<file path="config.mk">
export PLATFORM = sky130hd
export DESIGN_NAME = mutual_exclusion_node_top
export DESIGN_NICKNAME = d
export VERILOG_FILES = /design/src/hw/rtl/mxn_pkg.sv /design/src/hw/rtl/mxn_front.sv /design/src/hw/rtl/mxn_back.sv /design/src/hw/rtl/mutual_exclusion_node_top.sv
export SDC_FILE = /design/constraint.sdc
export NUM_CORES = 1
export LEC_CHECK = 0
export ABC_AREA = 1
export CAP_MARGIN = 20
export CELL_PAD_IN_SITES_DETAIL_PLACEMENT = 0
export CELL_PAD_IN_SITES_GLOBAL_PLACEMENT = 1
export CORE_UTILIZATION = 34
export DETAILED_ROUTE_END_ITERATION = 8
export DONT_BUFFER_PORTS = 1
export PLACE_DENSITY_LB_ADDON = 0.1
export SLEW_MARGIN = 20
export SYNTH_ARGS = -nofsm -noshare
export SYNTH_HDL_FRONTEND = slang
export SYNTH_SLANG_ARGS = --single-unit
</file>
<file path="constraint.sdc">
create_clock -name clk -period 5.28 [get_ports clk]
set_input_delay 0.792 -clock clk [delete_from_list [all_inputs] [get_ports clk]]
set_output_delay 0.792 -clock clk [all_outputs]
set_load 0.02 [all_outputs]
</file>
<file path="src/hw/rtl/mxn_pkg.sv">
// Shared types and constants for the mutual exclusion node.
// No dependencies; used by mxn_front, mxn_back and mutual_exclusion_node_top.
package mxn_pkg;

  localparam int MAX_NODES = 16;
  localparam int ID_W      = $clog2(MAX_NODES);
  localparam int CNT_W     = $clog2(MAX_NODES + 1);
  localparam int CLK_W     = 32;

  // configuration register indexes
  localparam logic CFG_OWN_ID     = 1'b0;
  localparam logic CFG_NODE_COUNT = 1'b1;

  typedef enum logic [1:0] {
    KIND_LOCAL_REQ  = 2'd0,
    KIND_LOCAL_EXIT = 2'd1,
    KIND_RECV_REQ   = 2'd2,
    KIND_RECV_REPLY = 2'd3
  } kind_t;

  typedef enum logic [1:0] {
    ACT_REQUEST = 2'd0,
    ACT_REPLY   = 2'd1,
    ACT_GRANT   = 2'd2
  } action_t;

  // classified request handed from front to back
  typedef struct packed {
    kind_t             kind;
    logic [ID_W-1:0]   sender;
    logic [CLK_W-1:0]  mclk;
    logic              deferable;
  } cmd_t;

endpackage

</file>
<file path="src/hw/rtl/mxn_front.sv">
// Front end: accepts input requests, classifies them and holds them in a
// two-entry queue for the back end. Depends on mxn_pkg.
module mxn_front (
  input  logic                      clk,
  input  logic                      rst_n,
  input  logic                      in_valid,
  output logic                      in_ready,
  input  logic [1:0]                in_kind,
  input  logic [mxn_pkg::ID_W-1:0]  in_sender_id,
  input  logic [mxn_pkg::CLK_W-1:0] in_msg_clock,
  input  logic [mxn_pkg::ID_W-1:0]  own_id,
  input  logic [mxn_pkg::CNT_W-1:0] n_used,
  output logic                      cmd_valid,
  output mxn_pkg::cmd_t             cmd,
  input  logic                      cmd_take
);

  mxn_pkg::cmd_t fifo_r [2];
  logic       wr_ptr_r, wr_ptr_nxt;
  logic       rd_ptr_r, rd_ptr_nxt;
  logic [1:0] cnt_r, cnt_nxt;
  logic       push, pop;
  mxn_pkg::cmd_t in_cmd;

  always_comb begin
    in_cmd.kind      = mxn_pkg::kind_t'(in_kind);
    in_cmd.sender    = in_sender_id;
    in_cmd.mclk      = in_msg_clock;
    in_cmd.deferable = ({1'b0, in_sender_id} < n_used) && (in_sender_id != own_id);
  end

  assign in_ready  = (cnt_r != 2'd2);
  assign cmd_valid = (cnt_r != 2'd0);
  assign cmd       = fifo_r[rd_ptr_r];
  assign push      = in_valid && in_ready;
  assign pop       = cmd_valid && cmd_take;

  always_comb begin
    wr_ptr_nxt = push ? ~wr_ptr_r : wr_ptr_r;
    rd_ptr_nxt = pop ? ~rd_ptr_r : rd_ptr_r;
    cnt_nxt    = cnt_r;
    if (push && !pop) begin
      cnt_nxt = cnt_r + 2'd1;
    end else if (pop && !push) begin
      cnt_nxt = cnt_r - 2'd1;
    end
  end

  always_ff @(posedge clk) begin
    if (!rst_n) begin
      wr_ptr_r <= 1'b0;
      rd_ptr_r <= 1'b0;
      cnt_r    <= 2'd0;
    end else begin
      wr_ptr_r <= wr_ptr_nxt;
      rd_ptr_r <= rd_ptr_nxt;
      cnt_r    <= cnt_nxt;
    end
  end

  always_ff @(posedge clk) begin
    if (push) begin
      fifo_r[wr_ptr_r] <= in_cmd;
    end
  end

endmodule

</file>
<file path="src/hw/rtl/mxn_back.sv">
// Back end: holds the protocol state and carries out queued requests, at most one
// result per cycle into an output register when not stalled. Depends on mxn_pkg.
module mxn_back (
  input  logic                      clk,
  input  logic                      rst_n,
  input  logic                      cmd_valid,
  input  mxn_pkg::cmd_t             cmd,
  output logic                      cmd_take,
  input  logic [mxn_pkg::ID_W-1:0]  own_id,
  input  logic [mxn_pkg::CNT_W-1:0] n_used,
  output logic                      out_valid,
  input  logic                      out_ready,
  output logic [1:0]                out_action,
  output logic [mxn_pkg::ID_W-1:0]  out_dest_id,
  output logic [mxn_pkg::CLK_W-1:0] out_clock,
  output logic                      out_last
);

  localparam int ID_W  = mxn_pkg::ID_W;
  localparam int CNT_W = mxn_pkg::CNT_W;
  localparam int CLK_W = mxn_pkg::CLK_W;

  typedef enum logic [3:0] {
    S_IDLE  = 4'b0001,
    S_MOD   = 4'b0010,
    S_BCAST = 4'b0100,
    S_EXIT  = 4'b1000
  } state_t;

  function automatic logic [CLK_W-1:0] sat_inc(input logic [CLK_W-1:0] v);
    sat_inc = (v == {CLK_W{1'b1}}) ? v : v + 1'b1;
  endfunction

  state_t                 state_r, state_nxt;
  logic [CLK_W-1:0]       clock_r, clock_nxt;
  logic                   requesting_r, requesting_nxt;
  logic [CLK_W-1:0]       stamp_r, stamp_nxt;
  logic [ID_W-1:0]        reply_cnt_r, reply_cnt_nxt;
  logic [mxn_pkg::MAX_NODES-1:0] defer_r, defer_nxt;
  logic [CNT_W-1:0]       dest_r, dest_nxt;
  logic [ID_W-1:0]        left_r, left_nxt;

  logic                   out_valid_r;
  logic [1:0]             out_action_r;
  logic [ID_W-1:0]        out_dest_r;
  logic [CLK_W-1:0]       out_clock_r;
  logic                   out_last_r;

  logic                   can_emit, emit;
  mxn_pkg::action_t       e_action;
  logic [ID_W-1:0]        e_dest;
  logic [CLK_W-1:0]       e_clock;
  logic                   e_last;

  logic [CLK_W-1:0]       hi, c1, c2;
  logic [ID_W-1:0]        n_m1;
  logic                   prio;
  logic [ID_W-1:0]        low_idx;
  logic [mxn_pkg::MAX_NODES-1:0] low_bit;
  logic [CNT_W-1:0]       d_inc, d1;

  assign can_emit = !out_valid_r || out_ready;
  assign n_m1     = ID_W'(n_used - 1'b1);
  assign hi       = (clock_r > cmd.mclk) ? clock_r : cmd.mclk;
  assign c1       = sat_inc(hi);
  assign c2       = sat_inc(c1);
  assign prio     = requesting_r && ((stamp_r < cmd.mclk) ||
                    ((stamp_r == cmd.mclk) && (own_id < cmd.sender)));
  assign d_inc    = dest_r + 1'b1;
  assign d1       = (d_inc == n_used) ? '0 : d_inc;

  always_comb begin
    low_idx = '0;
    for (int i = mxn_pkg::MAX_NODES - 1; i >= 0; i--) begin
      if (defer_r[i]) begin
        low_idx = ID_W'(i);
      end
    end
    low_bit = '0;
    low_bit[low_idx] = 1'b1;
  end

  always_comb begin
    state_nxt      = state_r;
    clock_nxt      = clock_r;
    requesting_nxt = requesting_r;
    stamp_nxt      = stamp_r;
    reply_cnt_nxt  = reply_cnt_r;
    defer_nxt      = defer_r;
    dest_nxt       = dest_r;
    left_nxt       = left_r;
    cmd_take       = 1'b0;
    emit           = 1'b0;
    e_action       = mxn_pkg::ACT_REPLY;
    e_dest         = '0;
    e_clock        = '0;
    e_last         = 1'b1;
    case (state_r)
      S_IDLE: begin
        if (cmd_valid && can_emit) begin
          cmd_take = 1'b1;
          case (cmd.kind)
            mxn_pkg::KIND_LOCAL_REQ: begin
              if (!requesting_r) begin
                requesting_nxt = 1'b1;
                reply_cnt_nxt  = '0;
                clock_nxt      = sat_inc(clock_r);
                stamp_nxt      = sat_inc(clock_r);
                dest_nxt       = {1'b0, own_id};
                left_nxt       = n_m1;
                state_nxt      = S_MOD;
              end
            end
            mxn_pkg::KIND_LOCAL_EXIT: begin
              requesting_nxt = 1'b0;
              reply_cnt_nxt  = '0;
              if (defer_r != '0) begin
                state_nxt = S_EXIT;
              end
            end
            mxn_pkg::KIND_RECV_REQ: begin
              if (prio && cmd.deferable) begin
                clock_nxt = c1;
                defer_nxt = defer_r | (mxn_pkg::MAX_NODES'(1) << cmd.sender);
              end else begin
                clock_nxt = c2;
                defer_nxt = defer_r & ~(mxn_pkg::MAX_NODES'(1) << cmd.sender);
                emit      = 1'b1;
                e_action  = mxn_pkg::ACT_REPLY;
                e_dest    = cmd.sender;
                e_clock   = c2;
              end
            end
            mxn_pkg::KIND_RECV_REPLY: begin
              clock_nxt = c1;
              if (requesting_r && (reply_cnt_r < n_m1)) begin
                reply_cnt_nxt = reply_cnt_r + 1'b1;
                if (reply_cnt_r + 1'b1 == n_m1) begin
                  emit     = 1'b1;
                  e_action = mxn_pkg::ACT_GRANT;
                end
              end
            end
            default: begin
            end
          endcase
        end
      end
      S_MOD: begin
        // reduce own id modulo the node count
        if (dest_r >= n_used) begin
          dest_nxt = dest_r - n_used;
        end else begin
          state_nxt = S_BCAST;
        end
      end
      S_BCAST: begin
        if (can_emit) begin
          emit     = 1'b1;
          e_action = mxn_pkg::ACT_REQUEST;
          e_dest   = ID_W'(d1);
          e_clock  = clock_r;
          e_last   = (left_r == ID_W'(1));
          dest_nxt = d1;
          left_nxt = left_r - 1'b1;
          if (left_r == ID_W'(1)) begin
            state_nxt = S_IDLE;
          end
        end
      end
      S_EXIT: begin
        if (can_emit) begin
          emit      = 1'b1;
          clock_nxt = sat_inc(clock_r);
          e_action  = mxn_pkg::ACT_REPLY;
          e_dest    = low_idx;
          e_clock   = sat_inc(clock_r);
          defer_nxt = defer_r & ~low_bit;
          e_last    = ((defer_r & ~low_bit) == '0);
          if (e_last) begin
            state_nxt = S_IDLE;
          end
        end
      end
      default: begin
        state_nxt = S_IDLE;
      end
    endcase
  end

  always_ff @(posedge clk) begin
    if (!rst_n) begin
      state_r      <= S_IDLE;
      clock_r      <= '0;
      requesting_r <= 1'b0;
      stamp_r      <= CLK_W'(10);
      reply_cnt_r  <= '0;
      defer_r      <= '0;
      out_valid_r  <= 1'b0;
    end else begin
      state_r      <= state_nxt;
      clock_r      <= clock_nxt;
      requesting_r <= requesting_nxt;
      stamp_r      <= stamp_nxt;
      reply_cnt_r  <= reply_cnt_nxt;
      defer_r      <= defer_nxt;
      if (emit) begin
        out_valid_r <= 1'b1;
      end else if (out_ready) begin
        out_valid_r <= 1'b0;
      end
    end
  end

  always_ff @(posedge clk) begin
    dest_r <= dest_nxt;
    left_r <= left_nxt;
    if (emit) begin
      out_action_r <= e_action;
      out_dest_r   <= e_dest;
      out_clock_r  <= e_clock;
      out_last_r   <= e_last;
    end
  end

  assign out_valid   = out_valid_r;
  assign out_action  = out_action_r;
  assign out_dest_id = out_dest_r;
  assign out_clock   = out_clock_r;
  assign out_last    = out_last_r;

  a_clock_monotonic: assert property (@(posedge clk) disable iff (!rst_n)
    clock_r >= $past(clock_r))
    else $error("lamport clock went backwards");

  a_idle_no_count: assert property (@(posedge clk) disable iff (!rst_n)
    !requesting_r |-> (reply_cnt_r == '0))
    else $error("reply count nonzero while not requesting");

  a_exit_drains_one: assert property (@(posedge clk) disable iff (!rst_n)
    (state_r == S_EXIT) && can_emit |=>
      ($countones(defer_r) + 1 == $countones($past(defer_r))))
    else $error("exit sweep did not clear exactly one deferred entry");

  a_grant_requesting: assert property (@(posedge clk) disable iff (!rst_n)
    emit && (e_action == mxn_pkg::ACT_GRANT) |-> requesting_r)
    else $error("grant issued while not requesting");

endmodule

</file>
<file path="src/hw/rtl/mutual_exclusion_node_top.sv">
// One node of a Ricart-Agrawala mutual exclusion protocol: a two-entry request
// queue ahead of a sequencer emitting at most one result per cycle unless stalled.
// A received request, a received reply or a local exit with nothing deferred
// is handled in the idle state. A local request first reduces own_id modulo
// the node count, then sends one request per peer (node count minus one). A
// local exit sends one reply per deferred requester, lowest id first. All
// results pass through one output register, so a stall on the result side
// holds the sequencer while the queue still takes up to two further requests.
// Depends on mxn_pkg, mxn_front, mxn_back.
module mutual_exclusion_node_top (
  input  logic                      clk,
  input  logic                      rst_n,
  input  logic                      in_valid,
  output logic                      in_ready,
  input  logic [1:0]                in_kind,
  input  logic [mxn_pkg::ID_W-1:0]  in_sender_id,
  input  logic [mxn_pkg::CLK_W-1:0] in_msg_clock,
  output logic                      out_valid,
  input  logic                      out_ready,
  output logic [1:0]                out_action,
  output logic [mxn_pkg::ID_W-1:0]  out_dest_id,
  output logic [mxn_pkg::CLK_W-1:0] out_clock,
  output logic                      out_last,
  input  logic                      cfg_we,
  input  logic                      cfg_index,
  input  logic [4:0]                cfg_wdata
);

  logic [mxn_pkg::ID_W-1:0]  own_id_r;
  logic [4:0]                node_count_r;
  logic [mxn_pkg::CNT_W-1:0] n_used;
  logic                      cmd_valid;
  logic                      cmd_take;
  mxn_pkg::cmd_t             cmd;

  always_ff @(posedge clk) begin
    if (!rst_n) begin
      own_id_r     <= '0;
      node_count_r <= 5'd2;
    end else if (cfg_we) begin
      case (cfg_index)
        mxn_pkg::CFG_OWN_ID:     own_id_r     <= cfg_wdata[mxn_pkg::ID_W-1:0];
        mxn_pkg::CFG_NODE_COUNT: node_count_r <= cfg_wdata;
        default: begin
        end
      endcase
    end
  end

  // node count clamped to 2..MAX_NODES
  always_comb begin
    if (node_count_r < 5'd2) begin
      n_used = mxn_pkg::CNT_W'(2);
    end else if ({{(32-5){1'b0}}, node_count_r} > mxn_pkg::MAX_NODES) begin
      n_used = mxn_pkg::CNT_W'(mxn_pkg::MAX_NODES);
    end else begin
      n_used = mxn_pkg::CNT_W'(node_count_r);
    end
  end

  mxn_front u_front (
    .clk          (clk),
    .rst_n        (rst_n),
    .in_valid     (in_valid),
    .in_ready     (in_ready),
    .in_kind      (in_kind),
    .in_sender_id (in_sender_id),
    .in_msg_clock (in_msg_clock),
    .own_id       (own_id_r),
    .n_used       (n_used),
    .cmd_valid    (cmd_valid),
    .cmd          (cmd),
    .cmd_take     (cmd_take)
  );

  mxn_back u_back (
    .clk         (clk),
    .rst_n       (rst_n),
    .cmd_valid   (cmd_valid),
    .cmd         (cmd),
    .cmd_take    (cmd_take),
    .own_id      (own_id_r),
    .n_used      (n_used),
    .out_valid   (out_valid),
    .out_ready   (out_ready),
    .out_action  (out_action),
    .out_dest_id (out_dest_id),
    .out_clock   (out_clock),
    .out_last    (out_last)
  );

endmodule
</file>
* Word-level counts from Yosys, hierarchy flattened
Memories as Yosys holds them, arrays and structs flattened. A register that Yosys moved wholly into a read port is not among the register bits. Index checks and enable logic that the tools add are counted.
Operators by class: reduce and logical (&&, ||, !) cells 38, mux-type cells 99, magnitude comparators 10, shift operators 1, add/subtract/negate cells 10, bitwise operators 9, eq/ne operators 32
Operators with widths (count):
- two-way mux 32 bit | 13
- one-hot mux 32 bit (3 select lines) | 2
- two-way mux 4 bit | 35
- adder 32 x 1 -> 32 bit, second input constant | 3
- == test 32 bit, second input constant | 3
- two-way mux 16 bit | 4
- one-hot mux 32 bit (2 select lines) | 1
- two-way mux 5 bit | 8
- AND 16 bit | 2
- == test 32 bit | 1
- > comparator 32 bit | 1
- < comparator 32 bit | 1
- NOT 16 bit | 2
- one-hot mux 16 bit (2 select lines) | 1
- one-hot mux 4 bit (3 select lines) | 2
- two-way mux 1 bit | 17
- logical NOT 16 bit | 1
- OR 16 bit | 1
- one-hot mux 4 bit (2 select lines) | 2
- one-hot mux 4 bit (4 select lines) | 1
- nonzero test 16 bit | 1
- left shift 1 x 4 -> 16 bit, first input constant | 1
- one-hot mux 5 bit (3 select lines) | 1
- AND reduction 5 bit | 3
- other kinds (44) | 92
Storage, ports and cells: memories kept 1, flip-flop bits (word level) 151, bits in writable memories 78, output and inout port bits 41, bits of input ports 49
Memories:
- u_front.fifo_r | depth 2, bits a word 39, read ports 1, clocked after Yosys merged registers in 1, wr ports 1, RTL line mxn_front.sv:18 | mxn_pkg::cmd_t fifo_r [2];

* Logic depth before layout (Yosys ltp)
Gate-level depths: netlist of the first run.
depth in word-level cells 26, gate-level depth with buffers 43, depth with buffers taken out 39

* By module
Synthesis of the first run repeated with hierarchy kept, for this count alone.
Second synthesis, totals: cells, all modules 2535, area, all modules 17611.9 µm²
Modules (own cells, without submodules):
- mxn_back | instances 1, sequential area each 3243.1 µm², cells each 2283, area an instance 13943.4 µm²
- mxn_front | instances 1, sequential area each 2442.3 µm², cells each 190, area an instance 3259.4 µm²
- mutual_exclusion_node_top | instances 1, sequential area each 180.2 µm², cells each 62, area an instance 409.1 µm²

* Least setup slack after synthesis of the first run
OpenSTA, ideal clock, no wires.
kind register to register, start point reg (tool-made name), end point reg u_back.out_clock_r[20] (netlist: u_back.out_clock[20]) (data pin), path slack 0.111 ns, arrival time 4.903 ns, buffers on the path 4, cell stages (with the launch flop) 35, library setup time 0.267 ns, data required time 5.013 ns, cell sequence dfxtp_1 inv_1 clkbuf_1 clkbuf_1 or2_2 o21ai_0 ha_1 a21oi_1 nor2_1 nor2_1 nand3_1 a21oi_1 nand2_4 nand2_4 buf_4 nand2_1 nand2_2 ha_1 nand2_1 nor2_4 nand2_2 nor2_4 nand2_4 xor2_2 ha_1 nand3_2 nor2_4 nand3_4 nor2_4 nand2_4 buf_6 nand2_1 nand2_1 nand3_1 o21ai_0
RTL lines:
- to (signal assigned) | RTL line mxn_back.sv:221 | out_clock_r <= e_clock;
- to (decl) | RTL line mxn_back.sv:46 | logic [CLK_W-1:0] out_clock_r;

==> results of run 1 <==
==> kinds of logic (layout without fill, tap and decap cells) <==
| kind of cell | Yosys count | count (layout) |
|---|---|---|
| DFF | 230 | 230 |
| adders and majority gates | 89 | 89 |
| AOI/OAI and AO/OA | 451 | 451 |
| and+or+nand+nor | 1275 | 1275 |
| other | 0 | 1 |
| muxes | 2 | 2 |
| buffers and inverters | 369 | 529 |
| xor gates and xnor gates | 58 | 58 |
==> worst max path at each step <==
stage	cells past startpoint	from	end	slack [ns]
2_1_floorplan	34	flip-flop	u_back.out_clock[20]$_DFFE_PP_	0.11
4_1_cts	36	flip-flop	u_back.clock_r[14]$_SDFFE_PN0P_	0.01
3_5_place_dp	33	flip-flop	u_back.out_clock[26]$_DFFE_PP_	-0.16
5_1_grt	41	flip-flop	u_back.clock_r[8]$_SDFFE_PN0P_	-0.006
3_3_place_gp	31	flip-flop	u_back.out_clock[26]$_DFFE_PP_	-0.10
6_report	34	flip-flop	u_back.out_clock[21]$_DFFE_PP_	0.26
==> flip-flops by register name (all words and copies together), names as in the netlist, 5 cells and up, named ones only <==
name / cells
u_front.fifo_r: 78
u_back.clock_r: 32
u_back.out_clock: 32
u_back.stamp_r: 32
node_count_r: 5
u_back.dest_r: 5
==> cell type report <==
type / count / area (µm²) / share of cell area (%)
Timing Repair Buffer: 196 / 1690 / 8.21
Inverter: 277 / 1040 / 5.05
Sequential cell: 230 / 5870 / 28.5
Antenna cell: 1 / 2.50 / 0.0122
Clock inverter: 18 / 300 / 1.46
Multi-Input combinational cell: 1875 / 10100 / 48.9
Tap cell: 664 / 831 / 4.04
Clock buffer: 38 / 781 / 3.79
==> power breakdown <==
part	total, mW	internal, mW	switching, mW	leakage [nW]
combinational	8.77	2.96	5.81	6.54
clock	2.28	1.39	0.884	0.515
sequential	2.77	2.36	0.412	2.03
==> cell usage in the layout, fill, tap and decap left out, types with 6 or more instances in the layout <==
cell type / synthesis / layout
a21oi_2: 1 / 6
dfxtp_1: 104 / 103
o211ai_1: 11 / 11
ha_1: 88 / 86
xor2_1: 47 / 47
nor2_2: 11 / 36
nor2_4: 11 / 21
clkbuf_1: 65 / 8
inv_1: 271 / 268
a22oi_1: 28 / 28
nor4_1: 11 / 11
nand3_1: 150 / 146
nor3_1: 25 / 22
nand3_2: 9 / 12
clkbuf_16: 0 / 34
nand2_1: 673 / 655
bufinv_16: 0 / 7
xnor2_1: 10 / 10
or2_2: 41 / 41
o21ai_2: 3 / 25
o21ai_0: 215 / 190
nor2_1: 262 / 227
nand4_1: 31 / 31
nand2_2: 30 / 47
edfxtp_1: 126 / 126
o21ai_1: 14 / 17
buf_4: 1 / 178
a21oi_1: 147 / 142
nand2_4: 7 / 6
inv_2: 3 / 6
buf_12: 0 / 9
==> layer usage <==
layer	routed length, µm	global-route usage [%]	part of all wire [%]
met5	0	0	0
met3	4260	2.93	6.0
met2	30100	41.0	42
met1	34800	41.9	49
met4	1790	6.34	2.5
==> repair_timing <==
action | CTS | global route
gates resized for setup | 6 | 122
endpoints found under the setup margin | 12 | 64
cloned | 0 | 6
setup buffers | 0 | 10
pin swaps | 0 | 35
==> qor.csv, run 1 <==
stage;metric;value;unit
status;run_status;finished clean;
timing;setup_ws;0.257;ns
timing;drv_slew;0;
global_routing;grt_pass1_vias;16300;
critical_path;worstPathMaxFanout;38;
global_routing;grt_overflow;0;
place;pre_cts_slack;-0.164;ns
timing;fin_hold_ws;0.267;ns
drt;drt-total-wl;70.9;mm
yosys;synth_nets;2612;
yosys;ys_async_sr_fraction;0;%
worst_hold_path;whs_path_depth;0;
timing;relSlewSlack;25.5;%
global_routing;antenna_found_initial;2;
timing;period_share;95.1;%
floorplanning;num_rows;81;
yosys;synth_fa_ha_area_share;6.58;%
yosys;synth_top_family_by_area;simple AND/OR/NAND/NOR gates;
floorplanning;fp.dieH;226;µm
yosys;synth_compound_area_share;14.5;%
finish;fin_area;20600;µm²
critical_path;endpoint_kind;flip-flop;
finish;area_growth;20.7;%
place;hpwl;55.5;mm
pwr;ir_worst_vdd;361;µV
yosys;synth.avg_cell_area;6.89;µm²
yosys;synth_warnings;0;
cts;clockBufferDepth;3;
cts;clock_latency;0.62;ns
yosys;syn_inst;2474;
cts;cts_root_buf;clkbuf_16;
cts;cts_tree;yes;
pwr;p_leak;9.08;nW
yosys;netlist_top_cells_count;nand2_1, inv_1, nor2_1, o21ai_0, nand3_1;
floorplanning;core;49200;µm²
finish;final_nets;2748;
yosys;synthXorXnorAreaFrac;3.02;%
drt;first_pass_iters;5;
global_routing;grt_pass1_wl;105;mm
worst_hold_path;holdCritStartpoint;in_msg_clock[16];
critical_path;cpLargestDelayFamily;simple AND/OR/NAND/NOR gates;
global_routing;grt_max_degree;62;
timing;fmax;199;MHz
yosys;yosysTopAreaCell;edfxtp_1;
critical_path;required;5.56;ns
place;postPlaceCellArea;18900;µm²
cts;htree_levels;1;
drt;antenna_violating_nets_post_route;0;
critical_path;ff2ff_setup_slack;0.26;ns
drt;drt_iter0_markers;1505;
timing;fin_tns_setup;0;ns
critical_path;timing.rr.end;u_back.out_clock[21]$_DFFE_PP_;
run;maxCapViolCount;0;
yosys;muxShareOfSynthArea;0.117;%
worst_hold_path;hold_class;primary input to flip-flop;
yosys;synthSimpleGateAreaFrac;32.7;%
yosys;synthFlopType;edfxtp_1;
critical_path;crit_top_cell;nand2_1;
drt;drt-wirelength-per-cell;21.5;µm
place;placed_cells;3226;
floorplanning;fp.dieW;226;µm
finish;final_cells;3299;
floorplanning;io_pins;90;
critical_path;crit_arrival;5.31;ns
drt;vias;17300;
timing;setup_viol;0;
timing;tightest_slew;1.12;ns
yosys;synth-edff-count;126;
worst_hold_path;hold_end;u_front.fifo_r[1][17]$_DFFE_PP_;
finish;final_core_util;41.9;%
finish;drive_above_1_share;17.4;%
cts;clock-sinks;230;
yosys;synth_top_area_share;22.2;%
global_routing;grt_use_total;27.5;%
yosys;synth_most_common_cell;nand2_1;
yosys;seq_area_frac_synth;34.4;%
critical_path;r2r_cells;34;
yosys;ys_types;58;
critical_path;crit_path_max_incr_delay;0.35;ns
cts;cts_buffers;30;
yosys;synth.cell_area;17000;µm²
timing;final.min_clock_period;5.02;ns
place;gp_congestion;0.996;
pwr;fin_total_pwr;13.8;mW
timing;hold_violations;0;
critical_path;worst-path-buf-inv;7;
floorplanning;start_util;34.7;%
cts;cts.hold.buffers_added;0;
critical_path;crit_slowest_cell;dfxtp_2;
place;port_buffers;0;
critical_path;cp-start-kind;flip-flop;
floorplanning;die_area;51000;µm²
cts;path_clk_slew;0.07;ns
drt;viasPerCell;5.25;
drt;drc;0;
critical_path;critPathKind;flip-flop to flip-flop;
timing;skew;0.0303;ns
finish;fillers;5165;
pwr;power_density;671;nW/µm²
yosys;ys_seq_elements;230;
yosys;synth_area_leaders;edfxtp_1, nand2_1, dfxtp_1, ha_1, o21ai_0;
Power figures use the tool's default switching activity.
==> run 2, diff against run 1 <==
- RECOVER_POWER: unset -> 100
==> qor.csv, run 2 (synthesis results as in run 1) <==
stage;metric;value;unit;change
status;run_status;finished with violations;;
status;violations;max-capacitance violations, max-slew violations;;
global_routing;grt_pass1_vias;16300;;unchanged
global_routing;antenna_found_initial;2;;unchanged
drt;vias;17300;;-0.16%
timing;hold_violations;0;;unchanged
place;gp_congestion;0.996;;unchanged
finish;top_register;u_front.fifo_r;;
place;pre_cts_slack;-0.164;ns;unchanged
place;port_buffers;0;;unchanged
drt;drt-total-wl;70.8;mm;-0.14%
finish;final_common_cell;nand2_1;;
critical_path;crit_top_cell;nand2_1;;
critical_path;worstPathMaxFanout;38;;unchanged
timing;final.min_clock_period;5.02;ns;-0.00625 ns
cts;cts_tree;yes;;
timing;setup_viol;0;;unchanged
drt;drt_iter0_markers;1560;;+3.7%
cts;clock-sinks;230;;unchanged
floorplanning;fp.dieW;226;µm;unchanged
critical_path;cp-start-kind;flip-flop;;
floorplanning;start_util;34.7;%;unchanged
floorplanning;core;49200;µm²;unchanged
timing;skew;0.0276;ns;-0.00275 ns
critical_path;required;5.57;ns;about the same
drt;first_pass_iters;6;;+1
timing;period_share;95.0;%;-0.12 points
timing;fmax;199;MHz;+0.12%
cts;clockBufferDepth;3;;unchanged
floorplanning;fp.dieH;226;µm;unchanged
timing;drv_slew;45;;+45
cts;cts_root_buf;clkbuf_16;;
cts;clock_latency;0.61;ns;about the same
finish;fillers;5178;;+0.25%
timing;relSlewSlack;-73.1;%;-99 points
finish;area_growth;20.3;%;
pwr;power_density;672;nW/µm²;+0.17%
critical_path;crit_path_max_incr_delay;0.35;ns;about the same
pwr;ir_worst_vdd;352;µV;-2.3%
timing;fin_tns_setup;0;ns;unchanged
critical_path;worst-path-buf-inv;7;;unchanged
drt;viasPerCell;5.24;;-0.16%
critical_path;endpoint_kind;flip-flop;;
finish;fin_area;20500;µm²;-0.40%
finish;final_nets;2748;;unchanged
critical_path;cpLargestDelayFamily;simple AND/OR/NAND/NOR gates;;
global_routing;grt_overflow;0;;unchanged
finish;multi_input_area;10000;µm²;-0.22%
run;maxCapViolCount;2;;+2
floorplanning;io_pins;90;;unchanged
critical_path;crit_slowest_cell;dfxtp_2;;
finish;seq_area;5870;µm²;unchanged
finish;drive_above_1_share;17.0;%;-0.38 points
floorplanning;num_rows;81;;unchanged
timing;tightest_slew;2.60;ns;+1.48 ns
finish;largest_reg_flops;78;;unchanged
critical_path;critPathKind;flip-flop to flip-flop;;
global_routing;grt_use_total;27.5;%;unchanged
cts;cts_buffers;30;;unchanged
cts;cts.hold.buffers_added;0;;unchanged
global_routing;grt_pass1_wl;105;mm;unchanged
place;hpwl;55.5;mm;unchanged
pwr;p_leak;9.04;nW;-0.42%
cts;htree_levels;1;;unchanged
pwr;fin_total_pwr;13.8;mW;-0.23%
drt;drt-wirelength-per-cell;21.5;µm;-0.14%
timing;setup_ws;0.263;ns;+0.00625 ns
finish;most-common-layout-cells;nand2_1, inv_1, nor2_1;;
worst_hold_path;hold_class;primary input to flip-flop;;
cts;path_clk_slew;0.07;ns;about the same
drt;drc;0;;unchanged
critical_path;crit_arrival;5.31;ns;about the same
floorplanning;die_area;51000;µm²;unchanged
global_routing;grt_max_degree;62;;unchanged
place;postPlaceCellArea;18900;µm²;unchanged
drt;antenna_violating_nets_post_route;0;;unchanged
==> run 2: per-layer routing <==
| metal | global-route usage, % | part of all wire, % |
|---|---|---|
| met1 | 41.9 | 49 |
| met2 | 41.0 | 42 |
| met3 | 2.93 | 6.2 |
| met4 | 6.34 | 2.7 |
| met5 | 0 | 0 |
==> run 2: path summary, 6_finish.rpt <==
check                                start                               to  slack (ns)  cells past startpoint
max                              flip-flop   u_back.out_clock[21]$_DFFE_PP_        0.26                     34
min                       in_msg_clock[16]  u_front.fifo_r[1][17]$_DFFE_PP_        0.27                      0
max reg2reg                      flip-flop   u_back.out_clock[21]$_DFFE_PP_        0.26                     34
min reg2reg  u_front.rd_ptr_r$_SDFFE_PN0P_                        flip-flop        0.47                      2
==> run 2: area by class of cell <==
type                    instances  area share, %
diodes                          1         0.0122
repair buffers                196           7.95
clock inverters                18           1.46
flip-flops and latches        230           28.6
clock buffers                  38           3.81
multi-input cells            1875           49.0
well taps                     664           4.05
inverters                     277           5.07
==> run 2: worst reg2reg max path: cells and delay by family (launching register included) <==
family | cells | cell delay, ns
and+or+nand+nor | 23 | 2.51
buffers and inverters | 7 | 1.08
AOI/OAI and AO/OA | 3 | 0.47
adders and majority gates | 1 | 0.29
DFF | 1 | 0.35
==> run 2: per-stage QoR <==
stage / utilization (%) / std cells / hold slack, ns
3_5_place_dp: 38.5 / 3226 / 0.467
6_report: 41.7 / 3299 / 0.268
3_3_place_gp: 38.4 / 3224 / 0.456
4_1_cts: 40.8 / 3282 / 0.237
2_1_floorplan: - / 2474 / 0.448
5_1_grt: 41.7 / 3298 / 0.251
==> run 2: report_power, final <==
part	internal (mW)	leakage, nW	switching [mW]	total, mW
logic	2.93	6.50	5.81	8.74
clock network	1.39	0.515	0.882	2.27
registers	2.36	2.03	0.410	2.77
==> run 2: timing repair <==
action,4_1_cts,5_1_grt
gates resized for setup,6,122
endpoints found under the setup margin,12,64
setup buffers,0,10
pin swaps,0,35
gates cloned,0,6
==> run 3, diff against run 2 <==
- CELL_PAD_IN_SITES_DETAIL_PLACEMENT: 0 -> 1
- CELL_PAD_IN_SITES_GLOBAL_PLACEMENT: 1 -> 2
==> qor.csv, run 3 (synthesis results as in run 1) <==
stage;metric;value;unit;change
finish;most-common-layout-cells;nand2_1, inv_1, nor2_1;;
finish;largest_reg_flops;78;;unchanged
pwr;fin_total_pwr;14.4;mW;+4.1%
pwr;ir_worst_vdd;330;µV;-6.5%
timing;drv_slew;45;;unchanged
floorplanning;core;49200;µm²;unchanged
floorplanning;fp.dieH;226;µm;unchanged
global_routing;antenna_found_initial;2;;unchanged
cts;clockBufferDepth;3;;unchanged
critical_path;crit_top_cell;nand2_1;;
critical_path;worstPathMaxFanout;25;;-34%
cts;clock_latency;0.61;ns;about the same
drt;antenna_violating_nets_post_route;0;;unchanged
finish;final_nets;2774;;+0.95%
cts;clock-sinks;230;;unchanged
finish;final_cells;3324;;+0.76%
global_routing;grt_use_total;30.6;%;+3.1 points
timing;setup_viol;0;;unchanged
critical_path;endpoint_kind;flip-flop;;
pwr;power_density;692;nW/µm²;+2.9%
drt;drt-total-wl;78.4;mm;+11%
place;gp_congestion;0.987;;-0.88%
place;port_buffers;0;;unchanged
finish;final_common_cell;nand2_1;;
drt;vias;17800;;+2.8%
timing;fmax;198;MHz;-0.64%
timing;relSlewSlack;-60.5;%;+13 points
global_routing;grt_pass1_vias;17900;;+9.9%
critical_path;required;5.57;ns;about the same
drt;first_pass_iters;5;;-1
critical_path;crit_slowest_cell;dfxtp_4;;
global_routing;grt_overflow;0;;unchanged
cts;cts_buffers;28;;-6.7%
critical_path;crit_path_max_incr_delay;0.37;ns;+0.02 ns
critical_path;cp-start-kind;flip-flop;;
timing;hold_violations;0;;unchanged
timing;setup_ws;0.231;ns;-0.0325 ns
global_routing;grt_pass1_wl;115;mm;+10%
run;maxCapViolCount;1;;-1
timing;skew;0.0357;ns;+0.00818 ns
timing;tightest_slew;2.41;ns;-0.189 ns
finish;area_growth;21.7;%;
drt;drc;0;;unchanged
cts;cts_tree;yes;;
worst_hold_path;hold_class;primary input to flip-flop;;
status;violations;max-capacitance violations, max-slew violations;;
place;pre_cts_slack;-0.239;ns;-0.0756 ns
global_routing;grt_max_degree;62;;unchanged
timing;final.min_clock_period;5.05;ns;+0.0325 ns
finish;fillers;6141;;+19%
timing;fin_tns_setup;0;ns;unchanged
drt;viasPerCell;5.34;;+2.0%
place;hpwl;63.3;mm;+14%
cts;path_clk_slew;0.07;ns;about the same
floorplanning;fp.dieW;226;µm;unchanged
timing;period_share;95.6;%;+0.62 points
drt;drt_iter0_markers;1200;;-23%
finish;top_register;u_front.fifo_r;;
floorplanning;start_util;34.7;%;unchanged
cts;cts_root_buf;clkbuf_16;;
critical_path;critPathKind;flip-flop to flip-flop;;
status;run_status;finished with violations;;
place;placed_cells;3256;;+0.93%
floorplanning;io_pins;90;;unchanged
floorplanning;die_area;51000;µm²;unchanged
finish;drive_above_1_share;18.8;%;+1.8 points
timing;rsz0062_at_grt;yes;;
critical_path;crit_arrival;5.34;ns;+0.03 ns
cts;htree_levels;1;;unchanged
floorplanning;num_rows;81;;unchanged
drt;drt-wirelength-per-cell;23.6;µm;+9.8%
pwr;p_leak;9.20;nW;+1.8%
==> run 3: changes by cell type in the layout (fill, tap and decap cells not counted), sizes merged <==
cell and delta:
buf +35, clkbuf -14, inv +4, bufinv -2, clkinv +1, clkinvlp -1
diode +1, nand2 +1
==> run 3: where the power goes <==
part | switching, mW | internal (mW) | total [mW]
registers | 0.408 | 2.36 | 2.77
clock network | 0.863 | 1.23 | 2.09
logic | 6.37 | 3.12 | 9.49
==> run 3: layout make-up <==
cell class	instances	area, µm²	share of cell area, %
diodes	2	5.00	0.0241
clock buffers	32	719	3.47
clock inverters	20	260	1.25
inverters	277	1040	5.01
multi-input cells	1876	10100	48.9
flip-flops and latches	230	5870	28.3
well taps	664	831	4.00
repair buffers	223	1890	9.09
==> run 3: critical path: cells and delay by family (launching register included) <==
family / cells / cell delay [ns]
adder cells (fa/ha/maj): 1 / 0.20
AO/OA/AOI/OAI: 2 / 0.24
flip-flops: 1 / 0.37
AND/OR/NAND/NOR: 23 / 2.96
buffers and inverters: 7 / 0.96
==> run 3: worst paths after layout <==
check                                    endpoint  cells after the start                         start  slack, ns
hold reg to reg      node_count_r[0]$_SDFFE_PN0P_                      2  node_count_r[0]$_SDFFE_PN0P_       0.48
hold / removal    u_front.fifo_r[1][33]$_DFFE_PP_                      0               in_sender_id[0]       0.28
setup / recovery   u_back.out_clock[27]$_DFFE_PP_                     33                     flip-flop       0.23
setup reg to reg   u_back.out_clock[27]$_DFFE_PP_                     33                     flip-flop       0.23
==> run 3: layer usage <==
layer	vias to the layer above	global-route usage (%)	share of wire, %	wire length, µm
li1	8488	-	-	-
met3	94	3.30	4.4	3440
met1	8741	43.1	47	36900
met5	-	0	0.017	13
met4	2	8.54	2.9	2280
met2	438	49.1	46	35700
==> run 3: repair_timing <==
item,in CTS,in global routing
gates cloned,1,3
hold buffers,0,0
endpoints found under the setup margin,27,64
buffers inserted,0,8
resized for setup,22,136
pin swaps,0,34
==> run 3: through the flow <==
step / utilization [%] / instance area [µm²] / hold slack (ns)
after floorplan: - / 17000 / 0.448
after global placement: 38.9 / 19100 / 0.456
after detailed placement: 38.9 / 19100 / 0.472
after CTS: 41.2 / 20200 / 0.244
after global routing: 42.2 / 20700 / 0.255
final: 42.2 / 20700 / 0.277
